[src/rtl/rgb2uyvy_pkg.sv]
package rgb2uyvy_pkg;

    // Luma weights, 16-bit fixed point
    localparam int unsigned CoefR = 19595;
    localparam int unsigned CoefG = 38470;
    localparam int unsigned CoefB = 7471;

    localparam int PROD_W = 24;
    localparam int K_W    = 6;

    typedef logic [63:0][7:0]  t_tab64;
    typedef logic [255:0][7:0] t_tab256;

    typedef struct packed {
        logic [7:0] red;
        logic [7:0] green;
        logic [7:0] blue;
    } t_rgb;

    typedef struct packed {
        t_rgb px0;
        t_rgb px1;
        logic last;
    } t_pair_in;

    typedef struct packed {
        logic [PROD_W-1:0] pr;
        logic [PROD_W-1:0] pg;
        logic [PROD_W-1:0] pb;
        logic [7:0]        red;
        logic [7:0]        blue;
    } t_pix_prod;

    typedef struct packed {
        t_pix_prod p0;
        t_pix_prod p1;
        logic      last;
    } t_prod;

    typedef struct packed {
        logic [7:0] y0;
        logic [7:0] y1;
        logic [7:0] red0;
        logic [7:0] blue0;
        logic [7:0] red1;
        logic [7:0] blue1;
        logic       last;
    } t_luma;

    typedef struct packed {
        logic [7:0]     yo0;
        logic [7:0]     yo1;
        logic [K_W-1:0] ku0;
        logic [K_W-1:0] kv0;
        logic [K_W-1:0] ku1;
        logic [K_W-1:0] kv1;
        logic           last;
    } t_idx;

    typedef struct packed {
        logic [7:0] yo0;
        logic [7:0] yo1;
        logic [7:0] u0;
        logic [7:0] v0;
        logic [7:0] u1;
        logic [7:0] v1;
        logic       last;
    } t_chroma;

    function automatic logic [7:0] clamp_byte(input int v);
        logic [7:0] res;
        if (v < 0) begin
            res = 8'd0;
        end else if (v > 255) begin
            res = 8'd255;
        end else begin
            res = 8'(v);
        end
        return res;
    endfunction

    // Entry i holds the chroma for the 6-bit two's complement index i
    function automatic t_tab64 gen_u_tab();
        t_tab64 tab;
        int     k;
        for (int i = 0; i < 64; i++) begin
            k = (i >= 32) ? i - 64 : i;
            tab[i] = clamp_byte((k * 113) / 25 + 128);
        end
        return tab;
    endfunction

    function automatic t_tab64 gen_v_tab();
        t_tab64 tab;
        int     k;
        for (int i = 0; i < 64; i++) begin
            k = (i >= 32) ? i - 64 : i;
            tab[i] = clamp_byte((k * 713) / 125 + 128);
        end
        return tab;
    endfunction

    function automatic t_tab256 gen_yo_tab();
        t_tab256 tab;
        for (int i = 0; i < 256; i++) begin
            tab[i] = 8'(16 + (219 * i) / 255);
        end
        return tab;
    endfunction

    localparam t_tab64  U_TAB  = gen_u_tab();
    localparam t_tab64  V_TAB  = gen_v_tab();
    localparam t_tab256 YO_TAB = gen_yo_tab();

    // (c - y) / 8 with truncation toward zero, as a 6-bit two's complement index
    function automatic logic [K_W-1:0] div8_trunc(input logic [7:0] c, input logic [7:0] y);
        logic signed [8:0] d;
        d = $signed({1'b0, c}) - $signed({1'b0, y});
        if (d < 0) begin
            d = d + 9'sd7;
        end
        return d[8:3];
    endfunction

endpackage

[src/rtl/rgb2uyvy_luma.sv]
module rgb2uyvy_luma (
    input  logic                    i_clk,
    input  logic                    i_rst_n,
    input  logic                    i_valid,
    output logic                    o_stall,
    input  rgb2uyvy_pkg::t_pair_in  i_data,
    output logic                    o_valid,
    input  logic                    i_stall,
    output rgb2uyvy_pkg::t_luma     o_data
);
    import rgb2uyvy_pkg::*;

    logic    r_p_valid;
    t_prod   r_prod;
    t_prod   n_prod;
    logic    r_y_valid;
    t_luma   r_luma;
    t_luma   n_luma;
    logic    stall_y;
    logic    stall_p;
    logic [PROD_W-1:0] sum0;
    logic [PROD_W-1:0] sum1;

    function automatic t_pix_prod pix_prod(input t_rgb px);
        t_pix_prod p;
        p.pr   = PROD_W'(px.red)   * PROD_W'(CoefR);
        p.pg   = PROD_W'(px.green) * PROD_W'(CoefG);
        p.pb   = PROD_W'(px.blue)  * PROD_W'(CoefB);
        p.red  = px.red;
        p.blue = px.blue;
        return p;
    endfunction

    assign stall_y = r_y_valid && i_stall;
    assign stall_p = r_p_valid && stall_y;
    assign o_stall = stall_p;

    always_comb begin
        n_prod.p0   = pix_prod(i_data.px0);
        n_prod.p1   = pix_prod(i_data.px1);
        n_prod.last = i_data.last;
    end

    assign sum0 = r_prod.p0.pr + r_prod.p0.pg + r_prod.p0.pb;
    assign sum1 = r_prod.p1.pr + r_prod.p1.pg + r_prod.p1.pb;

    always_comb begin
        n_luma.y0    = sum0[PROD_W-1:PROD_W-8];
        n_luma.y1    = sum1[PROD_W-1:PROD_W-8];
        n_luma.red0  = r_prod.p0.red;
        n_luma.blue0 = r_prod.p0.blue;
        n_luma.red1  = r_prod.p1.red;
        n_luma.blue1 = r_prod.p1.blue;
        n_luma.last  = r_prod.last;
    end

    always_ff @(posedge i_clk) begin
        if (!i_rst_n) begin
            r_p_valid <= 1'b0;
            r_y_valid <= 1'b0;
        end else begin
            if (!stall_p) begin
                r_p_valid <= i_valid;
            end
            if (!stall_y) begin
                r_y_valid <= r_p_valid;
            end
        end
    end

    always_ff @(posedge i_clk) begin
        if (!stall_p && i_valid) begin
            r_prod <= n_prod;
        end
        if (!stall_y && r_p_valid) begin
            r_luma <= n_luma;
        end
    end

    assign o_valid = r_y_valid;
    assign o_data  = r_luma;

endmodule

[src/rtl/rgb2uyvy_chroma.sv]
module rgb2uyvy_chroma (
    input  logic                    i_clk,
    input  logic                    i_rst_n,
    input  logic                    i_valid,
    output logic                    o_stall,
    input  rgb2uyvy_pkg::t_luma     i_data,
    output logic                    o_valid,
    input  logic                    i_stall,
    output rgb2uyvy_pkg::t_chroma   o_data
);
    import rgb2uyvy_pkg::*;

    logic    r_k_valid;
    t_idx    r_idx;
    t_idx    n_idx;
    logic    r_c_valid;
    t_chroma r_chroma;
    t_chroma n_chroma;
    logic    stall_c;
    logic    stall_k;

    assign stall_c = r_c_valid && i_stall;
    assign stall_k = r_k_valid && stall_c;
    assign o_stall = stall_k;

    // Chroma index and luma rescale
    always_comb begin
        n_idx.yo0  = YO_TAB[i_data.y0];
        n_idx.yo1  = YO_TAB[i_data.y1];
        n_idx.ku0  = div8_trunc(i_data.blue0, i_data.y0);
        n_idx.kv0  = div8_trunc(i_data.red0,  i_data.y0);
        n_idx.ku1  = div8_trunc(i_data.blue1, i_data.y1);
        n_idx.kv1  = div8_trunc(i_data.red1,  i_data.y1);
        n_idx.last = i_data.last;
    end

    // Chroma table lookup
    always_comb begin
        n_chroma.yo0  = r_idx.yo0;
        n_chroma.yo1  = r_idx.yo1;
        n_chroma.u0   = U_TAB[r_idx.ku0];
        n_chroma.v0   = V_TAB[r_idx.kv0];
        n_chroma.u1   = U_TAB[r_idx.ku1];
        n_chroma.v1   = V_TAB[r_idx.kv1];
        n_chroma.last = r_idx.last;
    end

    always_ff @(posedge i_clk) begin
        if (!i_rst_n) begin
            r_k_valid <= 1'b0;
            r_c_valid <= 1'b0;
        end else begin
            if (!stall_k) begin
                r_k_valid <= i_valid;
            end
            if (!stall_c) begin
                r_c_valid <= r_k_valid;
            end
        end
    end

    always_ff @(posedge i_clk) begin
        if (!stall_k && i_valid) begin
            r_idx <= n_idx;
        end
        if (!stall_c && r_k_valid) begin
            r_chroma <= n_chroma;
        end
    end

    assign o_valid = r_c_valid;
    assign o_data  = r_chroma;

endmodule

[src/rtl/rgb2uyvy_out.sv]
module rgb2uyvy_out (
    input  logic                    i_clk,
    input  logic                    i_rst_n,
    input  logic                    i_doubled,
    input  logic                    i_valid,
    output logic                    o_stall,
    input  rgb2uyvy_pkg::t_chroma   i_data,
    output logic                    o_valid,
    input  logic                    i_stall,
    output logic [31:0]             o_word,
    output logic                    o_last_of_run,
    output logic                    o_line_end
);
    import rgb2uyvy_pkg::*;

    logic    r_valid;
    logic    r_second;
    t_chroma r_data;
    logic    fin;

    // Final word of the held item
    assign fin     = !i_doubled || r_second;
    assign o_stall = r_valid && !(fin && !i_stall);

    always_ff @(posedge i_clk) begin
        if (!i_rst_n) begin
            r_valid  <= 1'b0;
            r_second <= 1'b0;
        end else if (!o_stall) begin
            r_valid  <= i_valid;
            r_second <= 1'b0;
        end else if (r_valid && !i_stall) begin
            r_second <= 1'b1;
        end
    end

    always_ff @(posedge i_clk) begin
        if (!o_stall && i_valid) begin
            r_data <= i_data;
        end
    end

    always_comb begin
        if (!i_doubled) begin
            o_word = {r_data.yo1, r_data.v0, r_data.yo0, r_data.u0};
        end else if (!r_second) begin
            o_word = {r_data.yo0, r_data.v0, r_data.yo0, r_data.u0};
        end else begin
            o_word = {r_data.yo1, r_data.v1, r_data.yo1, r_data.u1};
        end
    end

    assign o_valid       = r_valid;
    assign o_last_of_run = fin;
    assign o_line_end    = fin && r_data.last;

endmodule

[src/rtl/rgb_pair_to_uyvy_packer_unit.sv]
// Each pair passes the product, luma, index, chroma and output registers in turn.
// Throughput: one pair per cycle in pair mode when not stalled; in doubled mode the
// output register emits two words per pair, taking a new pair only with the second.
// Reset (i_rst_n low, synchronous) empties every stage and returns doubled mode
// to pair mode; payload registers are not cleared.
module rgb_pair_to_uyvy_packer_unit (
    input  logic        i_clk,
    input  logic        i_rst_n,
    // configuration: doubled mode
    input  logic        i_cfg_wr_en,
    input  logic        i_cfg_wr_data,
    // input pairs
    input  logic        i_in_valid,
    output logic        o_in_stall,
    input  logic [7:0]  i_red_first,
    input  logic [7:0]  i_green_first,
    input  logic [7:0]  i_blue_first,
    input  logic [7:0]  i_red_second,
    input  logic [7:0]  i_green_second,
    input  logic [7:0]  i_blue_second,
    input  logic        i_last_pair,
    // output words
    output logic        o_out_valid,
    input  logic        i_out_stall,
    output logic [31:0] o_packed_word,
    output logic        o_last_of_run,
    output logic        o_line_end
);
    import rgb2uyvy_pkg::*;

    logic     r_doubled;
    t_pair_in in_data;
    t_luma    luma_data;
    logic     luma_valid;
    logic     luma_stall;
    t_chroma  chroma_data;
    logic     chroma_valid;
    logic     chroma_stall;

    // Mode register: the user must write it only while the block is idle, so no item sees it change; not enforced
    always_ff @(posedge i_clk) begin
        if (!i_rst_n) begin
            r_doubled <= 1'b0;
        end else if (i_cfg_wr_en) begin
            r_doubled <= i_cfg_wr_data;
        end
    end

    assign in_data.px0.red   = i_red_first;
    assign in_data.px0.green = i_green_first;
    assign in_data.px0.blue  = i_blue_first;
    assign in_data.px1.red   = i_red_second;
    assign in_data.px1.green = i_green_second;
    assign in_data.px1.blue  = i_blue_second;
    assign in_data.last      = i_last_pair;

    // Stages one and two: weighted products, then luma sum
    rgb2uyvy_luma u_luma (
        .i_clk   (i_clk),
        .i_rst_n (i_rst_n),
        .i_valid (i_in_valid),
        .o_stall (o_in_stall),
        .i_data  (in_data),
        .o_valid (luma_valid),
        .i_stall (luma_stall),
        .o_data  (luma_data)
    );

    // Stages three and four: chroma index and luma rescale, then chroma lookup
    rgb2uyvy_chroma u_chroma (
        .i_clk   (i_clk),
        .i_rst_n (i_rst_n),
        .i_valid (luma_valid),
        .o_stall (luma_stall),
        .i_data  (luma_data),
        .o_valid (chroma_valid),
        .i_stall (chroma_stall),
        .o_data  (chroma_data)
    );

    // Output register: packs and, in doubled mode, sends the two words in turn
    rgb2uyvy_out u_out (
        .i_clk         (i_clk),
        .i_rst_n       (i_rst_n),
        .i_doubled     (r_doubled),
        .i_valid       (chroma_valid),
        .o_stall       (chroma_stall),
        .i_data        (chroma_data),
        .o_valid       (o_out_valid),
        .i_stall       (i_out_stall),
        .o_word        (o_packed_word),
        .o_last_of_run (o_last_of_run),
        .o_line_end    (o_line_end)
    );

    // The first word of a doubled item is always followed by its second word
    a_second_word_follows: assert property (@(posedge i_clk) disable iff (!i_rst_n)
        o_out_valid && !o_last_of_run && !i_out_stall |=> o_out_valid && o_last_of_run)
        else $error("second word of a doubled item missing");

    // Line end only ever marks the last word of an item
    a_line_end_on_last: assert property (@(posedge i_clk) disable iff (!i_rst_n)
        o_out_valid && o_line_end |-> o_last_of_run)
        else $error("line end on a non-final word");

    // Input backpressure only arises with a word held at the output
    a_stall_needs_output: assert property (@(posedge i_clk) disable iff (!i_rst_n)
        o_in_stall |-> o_out_valid)
        else $error("input stalled with an empty output register");

endmodule

[config.mk]
export PLATFORM = sky130hd
export DESIGN_NAME = rgb_pair_to_uyvy_packer_unit
export DESIGN_NICKNAME = d
export VERILOG_FILES = /design/src/rtl/rgb2uyvy_pkg.sv /design/src/rtl/rgb2uyvy_luma.sv /design/src/rtl/rgb2uyvy_chroma.sv /design/src/rtl/rgb2uyvy_out.sv /design/src/rtl/rgb_pair_to_uyvy_packer_unit.sv
export SDC_FILE = /design/constraint.sdc
export NUM_CORES = 1
export LEC_CHECK = 0
export BUFFER_PORTS_ARGS = -buffer_cell sky130_fd_sc_hd__buf_2
export CAP_MARGIN = 0
export CORE_MARGIN = 3
export CORE_UTILIZATION = 25
export DETAILED_ROUTE_END_ITERATION = 10
export GPL_ROUTABILITY_DRIVEN = 0
export HOLD_SLACK_MARGIN = 0.12
export PLACE_DENSITY = 0.43
export SYNTH_ARGS = -nofsm -noshare
export SYNTH_HDL_FRONTEND = slang
export SYNTH_SLANG_ARGS = --single-unit
[constraint.sdc]
create_clock -name i_clk -period 13.5 [get_ports i_clk]
set_input_delay 4.05 -clock i_clk [delete_from_list [all_inputs] [get_ports i_clk]]
set_output_delay 4.05 -clock i_clk [all_outputs]
set_load 0.01 [all_outputs]
==> key figures <==
Status
  • Status: finished, final reports clean

Routing
  • Via Count: 21580
  • Wire per inst: 15.7 microns
  • DRT iter0 DRCs: 1269
  • DRT Pass-1 Iters: 5
  • Final wirelength: 74.5 mm
  • Via-to-Cell Ratio: 4.56
  • Antenna-violating nets left: 0
  • DRC viols: 0

Synthesis
  • Xor/xnor share of the synthesized area: 4.00%
  • Post-synth cell types: 92
  • Most used DFF post-synth: edfxtp_1
  • Number of flops mapped to enable cells by yosys: 351
  • Top-area cell type share of the netlist area: 33.4%
  • Largest family of logic cells by synthesized area: adder cells
  • Mux cell area share after synthesis: 2.89%
  • Post-synthesis compound-gate area fraction: 14.5%
  • Synth top area cells: edfxtp_1, ha_1, fa_1
  • Sequential share of the synthesized area: 33.8%
  • Simple-gate portion of the synthesized area: 8.84%
  • Adder-cell area share of the yosys netlist: 30.3%
  • Mapped Nets: 3727
  • Seq cells post-synth: 358
  • Post-Synthesis Cells: 3008
  • YS warnings: 0
  • Asr flop ratio synth: 0%
  • Syn Std Cell Area: 0.0316 sq mm
  • Synth area leader: edfxtp_1
  • Synthesized area per cell: 10.5 sq um

Worst setup path
  • CP required: 9.45 ns
  • Critical setup path kind: primary input to output pin
  • Reg2Reg Depth: 9
  • Startpoint types: primary input
  • Worst path arrival time: 5.68 ns
  • Peak fanout along the critical path: 4
  • Endpoint type of the worst setup path: output pin

Place
  • DPL Wire Length: 56.7 mm
  • PortBufs: 90
  • Placed insts: 4647

Floorplan
  • Initial Util: 25.4%
  • Die X: 361 microns
  • Row count: 129
  • Die area: 0.131 sq mm
  • Die Span Y: 361 microns
  • Area of the core: 0.124 sq mm
  • # IOs: 91

STA
  • Final Hold Violating Endpoints: 0
  • Final Cycle Share: 72.1%
  • Fmax: 103 MHz
  • Clock skew: 0.0235 ns
  • Setup violators final: 0
  • Setup TNS: 0 ns
  • Worst slew pin tran: 0.863 ns
  • Max-slew violations: 0
  • Rel. slew slack: 42.5%
  • RSZ-0062 raised after global routing: false
  • Post-layout minimum cycle time: 9.73 ns

Final layout
  • Fillers: 12981
  • Non-filler instance count after layout: 4735
  • Layout area overhead: 12.0%
  • Most frequent cells in the layout: ha_1, inv_1, edfxtp_1
  • Most common cell after layout, fill and taps aside: ha_1
  • Final net count: 3777
  • Share of layout cells above drive strength 1: 8.31%

Hold path
  • WHS Path Cells: 0
  • Hold Crit Class: flip-flop to flip-flop

Flow run
  • Max cap viols: 0

Clock network
  • Worst-path clk slew: 0.06 ns
  • Post-CTS Repair Setup Buffers: 0
  • CTS tree: built
  • CTS Buf Count: 46
  • Hold_buf cts: 0
  • Latest clock arrival within the worst-skew pair: 0.61 ns
  • Post-CTS Resized: 0
  • Root buf cell: clkbuf_16
  • H-tree depth: 2
  • # clock sinks: 358
  • CTS max path bufs: 3

Global routing
  • Gr usage total: 11.4%
  • Global route overflow: 0
  • Largest net degree at the start of global routing: 128
  • First-pass GRT wire length: 120 mm
  • Initial antenna violation count: 14
  • Vias in the first global route: 21646

Pwr
  • Pwr/cell area: 208 mW/mm^2
  • Static leakage: 15.0 nW
  • Total power: 7.34 mW
  • VDD IR max: 121 uV
-- cells by family (layout without fill, tap and decap cells) --
logic type      Yosys count  count (layout)
other cells               0               6
flops                   358             358
simple gates            592             592
fa+ha+maj               664             664
buf+inv                 467             551
mux                      73              73
compound gates          710             710
xor+xnor                144             144
-- state kept, by name, indices dropped and copies added, names as in the netlist --
name,cells
u_chroma.n_chroma,17
u_luma.r_prod,130
u_out.o_valid,1
u_luma.o_data,49
u_out.r_second,1
u_luma.r_p_valid,1
u_chroma.o_data,49
u_luma.o_valid,1
u_chroma.o_valid,1
u_chroma.r_idx,24
u_out.r_data,49
u_chroma.r_k_valid,1
u_luma.n_luma,33
r_doubled,1
-- layer usage --
layer	GRT usage, %	up-vias	share of wire [%]
met3	1.63	75	3.7
li1	-	10947	-
met4	2.78	4	1.9
met1	16.6	10218	51
met5	0	-	0.036
met2	17.7	336	44
-- power by group --
part           leakage (nW)  total [mW]  switching, mW  internal, mW
logic                  10.9        4.25           2.46          1.79
clock network         0.722        1.22          0.499         0.718
registers              3.37        1.87          0.220          1.65
total                  15.0        7.34           3.18          4.16
-- worst max-delay path, cell delays in order --
cell	delay (ns)
buf_2	0.10
inv_1	0.04
a21boi_0	0.38
and2_1	0.35
nand2_1	0.11
nor2_1	0.24
and2_1	0.26
buf_2	0.16
-- layout make-up --
cell class                 count  area (sq um)  share of cell area (%)
antenna                        6          15.0                  0.0425
clock buffer                  57          1210                    3.43
clock inverter                25           265                   0.751
inverter                     359          1350                    3.81
multi-input combinational   2183         19200                    54.2
sequential                   358         10700                    30.2
tap                         1637          2050                    5.80
timing repair buffer         110           613                    1.73
-- synth_stat cells, types with 44 or more instances --
cell,instances
nor2_1,176
xnor2_1,100
inv_1,356
ha_1,496
clkbuf_1,89
nand3_1,53
nand2_1,163
nor3_1,52
o21ai_0,184
xor2_1,44
edfxtp_1,351
a21oi_1,170
fa_1,168
-- worst paths after layout --
check,start,to,slack (ns)
worst max-delay path,i_out_stall,o_in_stall,3.77
worst min register to register,u_chroma.o_data[1],u_out.r_data[1],0.41
worst max register to register,u_out.r_second,u_luma.n_luma[16],9.82
worst min-delay path,u_chroma.o_data[1],u_out.r_data[1],0.41
-- metrics by stage --
step | area (sq um) | setup slack, ns | util [%] | hold slack, ns
2_1_floorplan | 31600 | 0.889 | - | 0.400
3_3_place_gp | 33800 | 3.73 | 27.2 | 0.401
3_5_place_dp | 33800 | 3.76 | 27.2 | 0.405
4_1_cts | 35300 | 3.75 | 28.4 | 0.402
5_1_grt | 35300 | 3.57 | 28.4 | 0.410
6_report | 35300 | 3.77 | 28.4 | 0.407
No activity file was read; power rests on OpenSTA's default activity.
